## src/rtl/spws_pkg.sv

```systemverilog
// ----------------------------------------------------------------------------
// spws_pkg
// Types, codes and constant tables shared by the square-path steering block.
// ----------------------------------------------------------------------------
package spws_pkg;

    localparam int CORDIC_STEPS_DEF = 16;
    localparam int ATAN_TABLE_LEN   = 24;
    localparam int ATAN_IDX_W       = 5;
    localparam int CORNER_COUNT     = 4;
    localparam int CFG_IDX_W        = 3;
    localparam int CFG_DATA_W       = 16;

    localparam logic [1:0] MODE_ARRIVE = 2'd0;
    localparam logic [1:0] MODE_TURN   = 2'd1;
    localparam logic [1:0] MODE_DRIVE  = 2'd2;
    localparam logic [1:0] MODE_DONE   = 2'd3;

    localparam logic [CFG_IDX_W-1:0] CFG_SIDE_LENGTH       = 3'd0;
    localparam logic [CFG_IDX_W-1:0] CFG_LAP_TARGET        = 3'd1;
    localparam logic [CFG_IDX_W-1:0] CFG_ARRIVE_RADIUS     = 3'd2;
    localparam logic [CFG_IDX_W-1:0] CFG_HEADING_TOLERANCE = 3'd3;
    localparam logic [CFG_IDX_W-1:0] CFG_DRIVE_SPEED       = 3'd4;
    localparam logic [CFG_IDX_W-1:0] CFG_TURN_SPEED        = 3'd5;

    typedef struct packed {
        logic               action;
        logic signed [31:0] pos_x;
        logic signed [31:0] pos_y;
        logic        [15:0] heading;
    } t_in_item;

    typedef struct packed {
        logic [1:0]  mode;
        logic [15:0] linear_cmd;
        logic [15:0] angular_cmd;
        logic [1:0]  corner_number;
        logic [15:0] laps_done;
    } t_out_item;

    typedef struct packed {
        logic [14:0] side_length;
        logic [15:0] lap_target;
        logic [15:0] arrive_radius;
        logic [14:0] heading_tolerance;
        logic [15:0] drive_speed;
        logic [15:0] turn_speed;
    } t_cfg;

    typedef struct packed {
        logic load;
        logic diff;
        logic sq_x;
        logic sq_y;
        logic sq_r;
        logic cinit;
        logic cstep;
        logic res_restart;
        logic res_done;
        logic res_arrive;
        logic res_steer;
    } t_cmd;

    typedef struct packed {
        logic restart;
        logic done;
        logic arrived;
        logic last_step;
    } t_sts;

    // atan(2^-i) in units of 2^32 per turn
    function automatic logic [31:0] atan_entry(input logic [ATAN_IDX_W-1:0] idx);
        logic [31:0] v;
        case (idx)
            5'd0:    v = 32'd536870912;
            5'd1:    v = 32'd316933406;
            5'd2:    v = 32'd167458907;
            5'd3:    v = 32'd85004756;
            5'd4:    v = 32'd42667331;
            5'd5:    v = 32'd21354465;
            5'd6:    v = 32'd10679838;
            5'd7:    v = 32'd5340245;
            5'd8:    v = 32'd2670163;
            5'd9:    v = 32'd1335087;
            5'd10:   v = 32'd667544;
            5'd11:   v = 32'd333772;
            5'd12:   v = 32'd166886;
            5'd13:   v = 32'd83443;
            5'd14:   v = 32'd41722;
            5'd15:   v = 32'd20861;
            5'd16:   v = 32'd10430;
            5'd17:   v = 32'd5215;
            5'd18:   v = 32'd2608;
            5'd19:   v = 32'd1304;
            5'd20:   v = 32'd652;
            5'd21:   v = 32'd326;
            5'd22:   v = 32'd163;
            5'd23:   v = 32'd81;
            default: v = 32'd0;
        endcase
        return v;
    endfunction

    // unit corners: (1,0) (1,1) (0,1) (0,0)
    function automatic logic corner_ux(input logic [1:0] c);
        return (c == 2'd0) || (c == 2'd1);
    endfunction

    function automatic logic corner_uy(input logic [1:0] c);
        return (c == 2'd1) || (c == 2'd2);
    endfunction

endpackage

```

## src/rtl/spws_cfg.sv

```systemverilog
// ----------------------------------------------------------------------------
// spws_cfg
// Configuration register file with write decoder and reset defaults.
// ----------------------------------------------------------------------------
module spws_cfg
    import spws_pkg::*;
(
    input  logic                  i_clk,
    input  logic                  i_rst_n,
    input  logic                  i_cfg_valid,
    input  logic [CFG_IDX_W-1:0]  i_cfg_index,
    input  logic [CFG_DATA_W-1:0] i_cfg_data,
    output t_cfg                  o_cfg
);

    t_cfg r_cfg;
    t_cfg n_cfg;

    always_comb begin
        n_cfg = r_cfg;
        if (i_cfg_valid) begin
            unique case (i_cfg_index)
                CFG_SIDE_LENGTH:       n_cfg.side_length       = i_cfg_data[14:0];
                CFG_LAP_TARGET:        n_cfg.lap_target        = i_cfg_data;
                CFG_ARRIVE_RADIUS:     n_cfg.arrive_radius     = i_cfg_data;
                CFG_HEADING_TOLERANCE: n_cfg.heading_tolerance = i_cfg_data[14:0];
                CFG_DRIVE_SPEED:       n_cfg.drive_speed       = i_cfg_data;
                CFG_TURN_SPEED:        n_cfg.turn_speed        = i_cfg_data;
                default:               n_cfg = r_cfg;
            endcase
        end
    end

    always_ff @(posedge i_clk) begin
        if (!i_rst_n) begin
            r_cfg.side_length       <= 15'd1;
            r_cfg.lap_target        <= 16'd1;
            r_cfg.arrive_radius     <= 16'd655;
            r_cfg.heading_tolerance <= 15'd910;
            r_cfg.drive_speed       <= 16'd51;
            r_cfg.turn_speed        <= 16'd51;
        end else begin
            r_cfg <= n_cfg;
        end
    end

    assign o_cfg = r_cfg;

endmodule

```

## src/rtl/spws_dp.sv

```systemverilog
// ----------------------------------------------------------------------------
// spws_dp
// Datapath: corner offset, squared-distance test on a shared multiplier,
// iterative CORDIC atan2, heading decision and run state.
// ----------------------------------------------------------------------------
module spws_dp
    import spws_pkg::*;
#(
    parameter int CORDIC_STEPS = CORDIC_STEPS_DEF
) (
    input  logic      i_clk,
    input  logic      i_rst_n,
    input  t_in_item  i_item,
    input  t_cfg      i_cfg,
    input  t_cmd      i_cmd,
    output t_sts      o_sts,
    output t_out_item o_res
);

    localparam int ITERS  = (CORDIC_STEPS > ATAN_TABLE_LEN) ? ATAN_TABLE_LEN : CORDIC_STEPS;
    localparam int ITER_W = (ITERS > 1) ? $clog2(ITERS) : 1;
    localparam logic [ITER_W-1:0] LAST_ITER   = ITER_W'(ITERS - 1);
    localparam logic [1:0]        LAST_CORNER = 2'(CORNER_COUNT - 1);
    localparam logic signed [33:0] NEAR_LIM   = 34'sd65536;

    t_in_item           r_item;
    logic [1:0]         r_corner;
    logic [15:0]        r_lap;
    logic [15:0]        r_held_lin;
    logic [15:0]        r_held_ang;
    logic signed [33:0] r_dx;
    logic signed [33:0] r_dy;
    logic               r_near;
    logic               r_zero;
    logic [32:0]        r_d2;
    logic [31:0]        r_r2;
    logic signed [35:0] r_x;
    logic signed [35:0] r_y;
    logic [31:0]        r_acc;
    logic [ITER_W-1:0]  r_iter;
    t_out_item          r_res;

    // corner offset
    logic [30:0]        w_tx;
    logic [30:0]        w_ty;
    logic signed [33:0] w_dx;
    logic signed [33:0] w_dy;

    assign w_tx = corner_ux(r_corner) ? {i_cfg.side_length, 16'h0000} : 31'd0;
    assign w_ty = corner_uy(r_corner) ? {i_cfg.side_length, 16'h0000} : 31'd0;
    assign w_dx = $signed({3'b000, w_tx}) - $signed({{2{r_item.pos_x[31]}}, r_item.pos_x});
    assign w_dy = $signed({3'b000, w_ty}) - $signed({{2{r_item.pos_y[31]}}, r_item.pos_y});

    // shared squarer
    logic [33:0] w_abs_dx;
    logic [33:0] w_abs_dy;
    logic [15:0] w_mul_a;
    logic [31:0] w_prod;

    assign w_abs_dx = r_dx[33] ? 34'(-r_dx) : 34'(r_dx);
    assign w_abs_dy = r_dy[33] ? 34'(-r_dy) : 34'(r_dy);

    always_comb begin
        if (i_cmd.sq_x) begin
            w_mul_a = w_abs_dx[15:0];
        end else if (i_cmd.sq_y) begin
            w_mul_a = w_abs_dy[15:0];
        end else begin
            w_mul_a = i_cfg.arrive_radius;
        end
    end

    assign w_prod = 32'(w_mul_a) * 32'(w_mul_a);

    // CORDIC
    logic signed [35:0] w_x0;
    logic signed [35:0] w_y0;
    logic signed [35:0] w_xs;
    logic signed [35:0] w_ys;
    logic [31:0]        w_atan;

    assign w_x0   = {{2{r_dx[33]}}, r_dx};
    assign w_y0   = {{2{r_dy[33]}}, r_dy};
    assign w_xs   = r_x >>> r_iter;
    assign w_ys   = r_y >>> r_iter;
    assign w_atan = atan_entry(ATAN_IDX_W'(r_iter));

    // heading decision
    logic [31:0] w_round;
    logic [15:0] w_target;
    logic [15:0] w_err;
    logic [16:0] w_mag;
    logic        w_drive;

    assign w_round  = r_acc + 32'h0000_8000;
    assign w_target = r_zero ? 16'h0000 : w_round[31:16];
    assign w_err    = w_target - r_item.heading;
    assign w_mag    = w_err[15] ? (17'h10000 - {1'b0, w_err}) : {1'b0, w_err};
    assign w_drive  = w_mag < {2'b00, i_cfg.heading_tolerance};

    // arrival update
    logic [1:0]  w_corner_next;
    logic [15:0] w_lap_next;

    assign w_corner_next = r_corner + 2'd1;
    assign w_lap_next    = ((r_corner == LAST_CORNER) && (r_lap != 16'hFFFF))
                         ? r_lap + 16'd1 : r_lap;

    always_ff @(posedge i_clk) begin
        if (!i_rst_n) begin
            r_corner   <= 2'd0;
            r_lap      <= 16'd0;
            r_held_lin <= 16'd0;
            r_held_ang <= 16'd0;
        end else begin
            if (i_cmd.res_restart) begin
                r_corner <= 2'd0;
                r_lap    <= 16'd0;
            end
            if (i_cmd.res_arrive) begin
                r_corner <= w_corner_next;
                r_lap    <= w_lap_next;
            end
            if (i_cmd.res_steer) begin
                r_held_lin <= w_drive ? i_cfg.drive_speed : 16'd0;
                r_held_ang <= w_drive ? 16'd0 : i_cfg.turn_speed;
            end
        end
    end

    always_ff @(posedge i_clk) begin
        if (i_cmd.load) begin
            r_item <= i_item;
        end
        if (i_cmd.diff) begin
            r_dx   <= w_dx;
            r_dy   <= w_dy;
            r_near <= (w_dx < NEAR_LIM) && (w_dx > -NEAR_LIM)
                   && (w_dy < NEAR_LIM) && (w_dy > -NEAR_LIM);
            r_zero <= (w_dx == 34'sd0) && (w_dy == 34'sd0);
        end
        if (i_cmd.sq_x) begin
            r_d2 <= {1'b0, w_prod};
        end
        if (i_cmd.sq_y) begin
            r_d2 <= r_d2 + {1'b0, w_prod};
        end
        if (i_cmd.sq_r) begin
            r_r2 <= w_prod;
        end
        if (i_cmd.cinit) begin
            r_iter <= '0;
            if (w_x0 < 0) begin
                if (w_y0 >= 0) begin
                    r_x   <= w_y0;
                    r_y   <= -w_x0;
                    r_acc <= 32'h4000_0000;
                end else begin
                    r_x   <= -w_y0;
                    r_y   <= w_x0;
                    r_acc <= 32'hC000_0000;
                end
            end else begin
                r_x   <= w_x0;
                r_y   <= w_y0;
                r_acc <= 32'h0000_0000;
            end
        end
        if (i_cmd.cstep) begin
            r_iter <= r_iter + ITER_W'(1);
            if (!r_y[35]) begin
                r_x   <= r_x + w_ys;
                r_y   <= r_y - w_xs;
                r_acc <= r_acc + w_atan;
            end else begin
                r_x   <= r_x - w_ys;
                r_y   <= r_y + w_xs;
                r_acc <= r_acc - w_atan;
            end
        end
        if (i_cmd.res_restart) begin
            r_res <= '{mode: MODE_ARRIVE, linear_cmd: r_held_lin, angular_cmd: r_held_ang,
                       corner_number: 2'd0, laps_done: 16'd0};
        end
        if (i_cmd.res_done) begin
            r_res <= '{mode: MODE_DONE, linear_cmd: 16'd0, angular_cmd: 16'd0,
                       corner_number: r_corner, laps_done: r_lap};
        end
        if (i_cmd.res_arrive) begin
            r_res <= '{mode: MODE_ARRIVE, linear_cmd: r_held_lin, angular_cmd: r_held_ang,
                       corner_number: w_corner_next, laps_done: w_lap_next};
        end
        if (i_cmd.res_steer) begin
            r_res <= '{mode: w_drive ? MODE_DRIVE : MODE_TURN,
                       linear_cmd: w_drive ? i_cfg.drive_speed : 16'd0,
                       angular_cmd: w_drive ? 16'd0 : i_cfg.turn_speed,
                       corner_number: r_corner, laps_done: r_lap};
        end
    end

    assign o_sts.restart   = r_item.action;
    assign o_sts.done      = r_lap >= i_cfg.lap_target;
    assign o_sts.arrived   = r_near && (r_d2 < {1'b0, r_r2});
    assign o_sts.last_step = (r_iter == LAST_ITER);
    assign o_res           = r_res;

    a_arrive_advances: assert property (@(posedge i_clk) disable iff (!i_rst_n)
        i_cmd.res_arrive |=> r_corner == $past(r_corner) + 2'd1)
        else $error("corner did not advance on arrival");

    a_one_command_held: assert property (@(posedge i_clk) disable iff (!i_rst_n)
        i_cmd.res_steer |=> (r_held_lin == 16'd0) || (r_held_ang == 16'd0))
        else $error("drive and turn commanded together");

    a_laps_monotonic: assert property (@(posedge i_clk) disable iff (!i_rst_n)
        !i_cmd.res_restart |=> r_lap >= $past(r_lap))
        else $error("lap count dropped without restart");

endmodule

```

## src/rtl/spws_ctrl.sv

```systemverilog
// ----------------------------------------------------------------------------
// spws_ctrl
// Sequencer: accepts a request, steps the datapath through the distance
// test and the CORDIC, and owns the result valid flag.
// ----------------------------------------------------------------------------
module spws_ctrl
    import spws_pkg::*;
(
    input  logic i_clk,
    input  logic i_rst_n,
    input  logic i_in_valid,
    output logic o_in_ready,
    output logic o_out_valid,
    input  logic i_out_ready,
    input  t_sts i_sts,
    output t_cmd o_cmd
);

    typedef enum logic [2:0] {
        S_IDLE,
        S_DECIDE,
        S_SQX,
        S_SQY,
        S_SQR,
        S_JUDGE,
        S_CSTEP,
        S_STEER
    } t_state;

    t_state r_state;
    t_state n_state;
    logic   r_out_valid;
    logic   n_out_valid;
    logic   w_slot_free;
    logic   w_res_any;
    t_cmd   w_cmd;

    assign w_slot_free = !r_out_valid || i_out_ready;

    always_comb begin
        w_cmd   = '0;
        n_state = r_state;
        unique case (r_state)
            S_IDLE: begin
                if (i_in_valid) begin
                    w_cmd.load = 1'b1;
                    n_state    = S_DECIDE;
                end
            end
            S_DECIDE: begin
                w_cmd.diff = 1'b1;
                if (i_sts.restart || i_sts.done) begin
                    if (w_slot_free) begin
                        w_cmd.res_restart = i_sts.restart;
                        w_cmd.res_done    = !i_sts.restart;
                        n_state           = S_IDLE;
                    end
                end else begin
                    n_state = S_SQX;
                end
            end
            S_SQX: begin
                w_cmd.sq_x = 1'b1;
                n_state    = S_SQY;
            end
            S_SQY: begin
                w_cmd.sq_y = 1'b1;
                n_state    = S_SQR;
            end
            S_SQR: begin
                w_cmd.sq_r = 1'b1;
                n_state    = S_JUDGE;
            end
            S_JUDGE: begin
                if (i_sts.arrived) begin
                    if (w_slot_free) begin
                        w_cmd.res_arrive = 1'b1;
                        n_state          = S_IDLE;
                    end
                end else begin
                    w_cmd.cinit = 1'b1;
                    n_state     = S_CSTEP;
                end
            end
            S_CSTEP: begin
                w_cmd.cstep = 1'b1;
                if (i_sts.last_step) begin
                    n_state = S_STEER;
                end
            end
            S_STEER: begin
                if (w_slot_free) begin
                    w_cmd.res_steer = 1'b1;
                    n_state         = S_IDLE;
                end
            end
            default: n_state = S_IDLE;
        endcase
    end

    assign w_res_any = w_cmd.res_restart || w_cmd.res_done
                    || w_cmd.res_arrive || w_cmd.res_steer;

    always_comb begin
        if (w_res_any) begin
            n_out_valid = 1'b1;
        end else if (i_out_ready) begin
            n_out_valid = 1'b0;
        end else begin
            n_out_valid = r_out_valid;
        end
    end

    always_ff @(posedge i_clk) begin
        if (!i_rst_n) begin
            r_state     <= S_IDLE;
            r_out_valid <= 1'b0;
        end else begin
            r_state     <= n_state;
            r_out_valid <= n_out_valid;
        end
    end

    assign o_in_ready  = (r_state == S_IDLE);
    assign o_out_valid = r_out_valid;
    assign o_cmd       = w_cmd;

    a_busy_after_accept: assert property (@(posedge i_clk) disable iff (!i_rst_n)
        (i_in_valid && o_in_ready) |=> !o_in_ready)
        else $error("request accepted while busy");

    a_result_posted: assert property (@(posedge i_clk) disable iff (!i_rst_n)
        w_res_any |=> o_out_valid)
        else $error("result written without valid");

    a_cordic_runs: assert property (@(posedge i_clk) disable iff (!i_rst_n)
        (r_state == S_CSTEP && !i_sts.last_step) |=> r_state == S_CSTEP)
        else $error("CORDIC left early");

endmodule

```

## src/rtl/square_path_waypoint_steering.sv

```systemverilog
// ----------------------------------------------------------------------------
// square_path_waypoint_steering
// Steers a robot around the corners of a square for a set number of laps.
// ----------------------------------------------------------------------------
// Input channel (i_in_valid / o_in_ready / i_in_item): one request per pose
// tick or restart. Output channel (o_out_valid / i_out_ready / o_out_item):
// exactly one result per request, in order. Config channel (i_cfg_valid /
// o_cfg_ready / i_cfg_index / i_cfg_data) is always ready; write only idle.
// One request is worked at a time. A restart or done result is written from
// the DECIDE state; a reached corner from JUDGE, after the distance test in
// SQX, SQY and SQR; a steering result from STEER, after the CORDIC steps.
// The CORDIC iteration loop, one rotation per cycle, sets the steering time.
// The distance test shares one 16x16 squarer across those states.
// A finished result sits in the output register while the next request is
// taken; if the receiver stalls, the block finishes its current request and
// waits before writing the result. Reset (synchronous, active low) clears
// corner and lap counters and held commands and loads register defaults.
// ----------------------------------------------------------------------------
module square_path_waypoint_steering
    import spws_pkg::*;
#(
    parameter int CORDIC_STEPS = CORDIC_STEPS_DEF
) (
    input  logic                  i_clk,
    input  logic                  i_rst_n,
    input  logic                  i_in_valid,
    output logic                  o_in_ready,
    input  t_in_item              i_in_item,
    output logic                  o_out_valid,
    input  logic                  i_out_ready,
    output t_out_item             o_out_item,
    input  logic                  i_cfg_valid,
    output logic                  o_cfg_ready,
    input  logic [CFG_IDX_W-1:0]  i_cfg_index,
    input  logic [CFG_DATA_W-1:0] i_cfg_data
);

    t_cfg w_cfg;
    t_cmd w_cmd;
    t_sts w_sts;

    assign o_cfg_ready = 1'b1;

    spws_cfg u_cfg (
        .i_clk       (i_clk),
        .i_rst_n     (i_rst_n),
        .i_cfg_valid (i_cfg_valid),
        .i_cfg_index (i_cfg_index),
        .i_cfg_data  (i_cfg_data),
        .o_cfg       (w_cfg)
    );

    spws_ctrl u_ctrl (
        .i_clk       (i_clk),
        .i_rst_n     (i_rst_n),
        .i_in_valid  (i_in_valid),
        .o_in_ready  (o_in_ready),
        .o_out_valid (o_out_valid),
        .i_out_ready (i_out_ready),
        .i_sts       (w_sts),
        .o_cmd       (w_cmd)
    );

    spws_dp #(
        .CORDIC_STEPS (CORDIC_STEPS)
    ) u_dp (
        .i_clk   (i_clk),
        .i_rst_n (i_rst_n),
        .i_item  (i_in_item),
        .i_cfg   (w_cfg),
        .i_cmd   (w_cmd),
        .o_sts   (w_sts),
        .o_res   (o_out_item)
    );

endmodule

```

## config.mk

```make
export PLATFORM = sky130hd
export DESIGN_NAME = square_path_waypoint_steering
export DESIGN_NICKNAME = d
export VERILOG_FILES = /design/src/rtl/spws_pkg.sv /design/src/rtl/spws_cfg.sv /design/src/rtl/spws_dp.sv /design/src/rtl/spws_ctrl.sv /design/src/rtl/square_path_waypoint_steering.sv
export SDC_FILE = /design/constraint.sdc
export NUM_CORES = 2
export LEC_CHECK = 0
export BUFFER_PORTS_ARGS = -buffer_cell sky130_fd_sc_hd__buf_2
export CORE_MARGIN = 3
export CORE_UTILIZATION = 40
export DETAILED_ROUTE_END_ITERATION = 6
export PLACE_DENSITY_LB_ADDON = 0.3
export SETUP_SLACK_MARGIN = 0.02
export SYNTH_ARGS = -nofsm -noshare
export SYNTH_HDL_FRONTEND = slang
export SYNTH_SLANG_ARGS = --single-unit
```

## constraint.sdc

```tcl
create_clock -name i_clk -period 24.4 [get_ports i_clk]
set_clock_uncertainty 0.2 [all_clocks]
set_input_delay 2.44 -clock i_clk [delete_from_list [all_inputs] [get_ports i_clk]]
set_output_delay 2.44 -clock i_clk [all_outputs]
set_load 0.005 [all_outputs]
```

==> flow_results.org <==
** Outcome
- The run finished with clean final reports.

** Timing
- Share of the cycle needed by the critical path after routing :: 0.479
- Timing-limited maximum frequency :: roughly 86 MHz
- Final hold vios :: 0
- The number of max-slew violations in the final report is 0.
- Least-Margin Pin Slew :: approximately 1200 ps
- Headroom to the max-slew limit came out at 0.194.
- Summed over all failing endpoints, the final setup total negative slack is 0 ps.
- RSZ-0062 raised after global routing :: no
- Final worst path period need :: 11,690 ps
- Hold timing on the final database bottoms out at a slack of 254 ps.
- Final count of negative-setup-slack endpoints :: 0

** Power
- Post-layout total power :: 5.90 mW
- Dividing total power by cell area gives a power density of around 110 nW/um^2.
- P_leak :: around 22 nW
- Max rail drop VDD :: 389 uV

** Yosys
- Area share of the largest cell type after synthesis :: 0.235
- Average instance area after synthesis :: 9.01 sq um
- Register bit count reported by yosys :: 551
- Number of nets produced by synthesis :: about 6,000
- Count of cell types in the netlist :: 98
- After synthesis, the share of flip-flops with an asynchronous set or reset is 0.
- Most used DFF post-synth :: edfxtp_1
- Biggest area contributors in the synthesized netlist :: edfxtp_1 (24%), ha_1 (9.5%), dfxtp_1 (7.5%), fa_1 (7.0%), nand2_1 (4.9%)
- Cell taking the most area after synthesis :: edfxtp_1
- Number of warnings reported in the yosys synthesis log :: 0
- The mapped netlist covers 47,700 sq um.
- Yosys mapped a number of flops with a built-in enable equal to about 370.
- Post-synthesis instance total :: 5,288
- Synth cell count leaders :: nand2_1 (624), inv_1 (441), nor2_1 (399), a21oi_1 (383), edfxtp_1 (373)
- Most common cell in the netlist :: nand2_1
- Of the synthesized area, sequential elements account for 0.310.

** Drt
- Vias/cell :: 5.72
- Via count :: about 40,000
- Remaining antenna violation count :: 0
- Pre-antenna DRT Iters :: 6
- Total Routed Length :: 139,000 um
- For this run, design rule violations remaining after detail routing come to 0.
- Initial drt markers :: 3,716
- Dividing the detail-routed wire length by the instance count gives 19.9 um.

** Placed design
- After detailed placement, the design holds a cell count of roughly 7,000.
- Placer congestion estimate :: 0.913
- Detailed placement ended at an HPWL of 105,000 um.
- Input and output buffers added on the ports amount to 158.

** Cells and area
- Post-route insts no fill :: approximately 7,000
- Fill cells in the final layout number 11,340.
- Across the whole layout, storage elements account for 14,800 sq um.
- In the final layout, the share of cells above drive strength 1 is 0.100.
- For this run, the post-layout net count is about 6,000.
- Area used by multi-input combinational logic :: between 30,000 and 40,000 sq um
- Area Growth Syn to Fin :: 9.91%

** Global routing
- The first global-routing pass estimated 217,000 um of wire.
- Pin count of the biggest net entering global routing :: 86
- Number of global-route vias before repair :: 38,319
- Across every metal layer, demand over resource in global routing totals 0.222.
- Aggregate global routing overflow :: 0
- The number of antenna violations at the first check in global routing was 21.

** Setup path
- Peak per-stage delay on the critical path :: 660 ps
- CP max-delay cell :: nor4_1
- Cell repeated most along the worst path :: o21ai_0
- Arrival time at the worst endpoint :: 11,860 ps
- The worst setup path is captured at a register.
- Maximum fanout along the worst path :: 11
- Crit path launch type :: register
- The critical path in this run is classified as register to register.
- Data required, critical path :: 24,570 ps

** Clock network
- Quantity of hold-fixing buffers added after cts :: 0
- Post-CTS setup buffer count :: 0
- The clock tree synthesis step divided the H-tree into 3 levels.
- Clock tree from TritonCTS :: yes
- The longest clock path from root to sink contains 3 buffers.
- CTS-repair resized insts :: 0
- Clk slew on worst S/H paths :: 60 ps
- Cell chosen for the clock root :: clkbuf_16
- Clock latency on the worst-skew pair, taken at its later pin, is 660 ps.
- For this design, the sink count on the clock tree is 551.
- In this run, CTS created clock tree buffers numbering 66.

** Die
- The die covers 123,000 sq um.
- Vertical die dimension :: 351 um
- Measured along the x axis, the die boundary spans approximately 350 um.
- For this configuration, the core starts out at a cell density of 0.404.
- Pin placement for this block handled 160 I/O pins.
- Placeable Area :: 118,000 sq um
- Count of standard-cell rows :: 126

** Hold path
- Min-delay worst type :: register to register

** Flow run
- Number of max-cap violations :: 0
-- cell type report --
type | count | share of cell area
multi-input cells | 4072 | 0.580
flip-flops and latches | 551 | 0.282
diodes | 12 | 0.000573
clock inverters | 35 | 0.00905
inverters | 450 | 0.0323
repair buffers | 223 | 0.0244
well taps | 1536 | 0.0367
clock buffers | 86 | 0.0349
-- power by group --
part	internal, mW	switching, mW
registers	1.20	0.0552
logic	1.46	2.12
clock network	0.615	0.436
-- path summary, 6_finish.rpt --
check	slack, ps	cells after the start	from	end
max	12710	39	u_dp.r_dx[3]$_DFFE_PP_	u_dp.r_d2[32]$_SDFFCE_PN0P_
min	250	2	u_cfg.o_cfg[55]$_SDFFE_PN0P_	u_cfg.o_cfg[55]$_SDFFE_PN0P_
max reg2reg	12710	39	u_dp.r_dx[3]$_DFFE_PP_	u_dp.r_d2[32]$_SDFFCE_PN0P_
min reg2reg	250	2	u_cfg.o_cfg[55]$_SDFFE_PN0P_	u_cfg.o_cfg[55]$_SDFFE_PN0P_
-- registers in the layout, summed over array words and instances, names as in the netlist, 31 cells and up --
name / count
u_dp.r_y: 36
u_dp.r_item: 80
u_dp.r_dy: 33
u_dp.r_dx: 33
u_dp.r_d2: 33
u_dp.r_acc: 32
u_cfg.o_cfg: 94
u_dp.o_res: 52
u_dp.r_r2: 31
u_dp.r_x: 36
-- metrics by stage --
| step | cell area [sq um] | utilization | setup slack, ps |
|---|---|---|---|
| final | 52400 | 0.444 | 12710 |
| after global routing | 52400 | 0.443 | 11840 |
| after CTS | 52400 | 0.443 | 12840 |
| after detailed placement | 50100 | 0.424 | 12900 |
| after global placement | 50100 | 0.424 | 13020 |
| after floorplan | 47700 | - | 13660 |
-- layout by cell type (no fill, tap or decap), drive strengths merged, types with 136 or more instances in the layout --
master | synthesis | layout
nand2 | 624 | 624
nand3 | 136 | 136
o21ai | 295 | 295
inv | 444 | 449
buf | 49 | 223
ha | 363 | 363
a21oi | 383 | 383
edfxtp | 373 | 373
fa | 166 | 166
nor2 | 399 | 399
xor2 | 146 | 146
dfxtp | 178 | 178
xnor2 | 245 | 245
-- layer usage --
| metal | global-route usage | routed length (um) | up-vias |
|---|---|---|---|
| met5 | 0 | 90 | - |
| met4 | 0.0656 | 3710 | 14 |
| met3 | 0.0429 | 11000 | 202 |
| met2 | 0.351 | 61900 | 1276 |
| met1 | 0.309 | 62100 | 19256 |
| li1 | - | - | 19092 |
-- kinds of logic (layout without fill, tap and decap cells) --
group	after synthesis	after routing	share of synthesized area
flip-flops	551	551	0.310
other	1	13	0.0000787
XOR/XNOR	391	391	0.0719
buffers and inverters	665	794	0.0537
adder cells (fa/ha/maj)	529	529	0.165
AO/OA/AOI/OAI	1248	1248	0.165
AND/OR/NAND/NOR	1700	1700	0.168
multiplexers	203	203	0.0663
-- worst max-delay path, delay by kind of cell, from the launching register on --
kind	cells	cell delay (ps)
simple gates	13	3840
buf+inv	3	460
flops	1	470
fa+ha+maj	8	3240
compound gates	11	2680
xor+xnor	4	540
No activity file was read; power rests on OpenSTA's default activity.
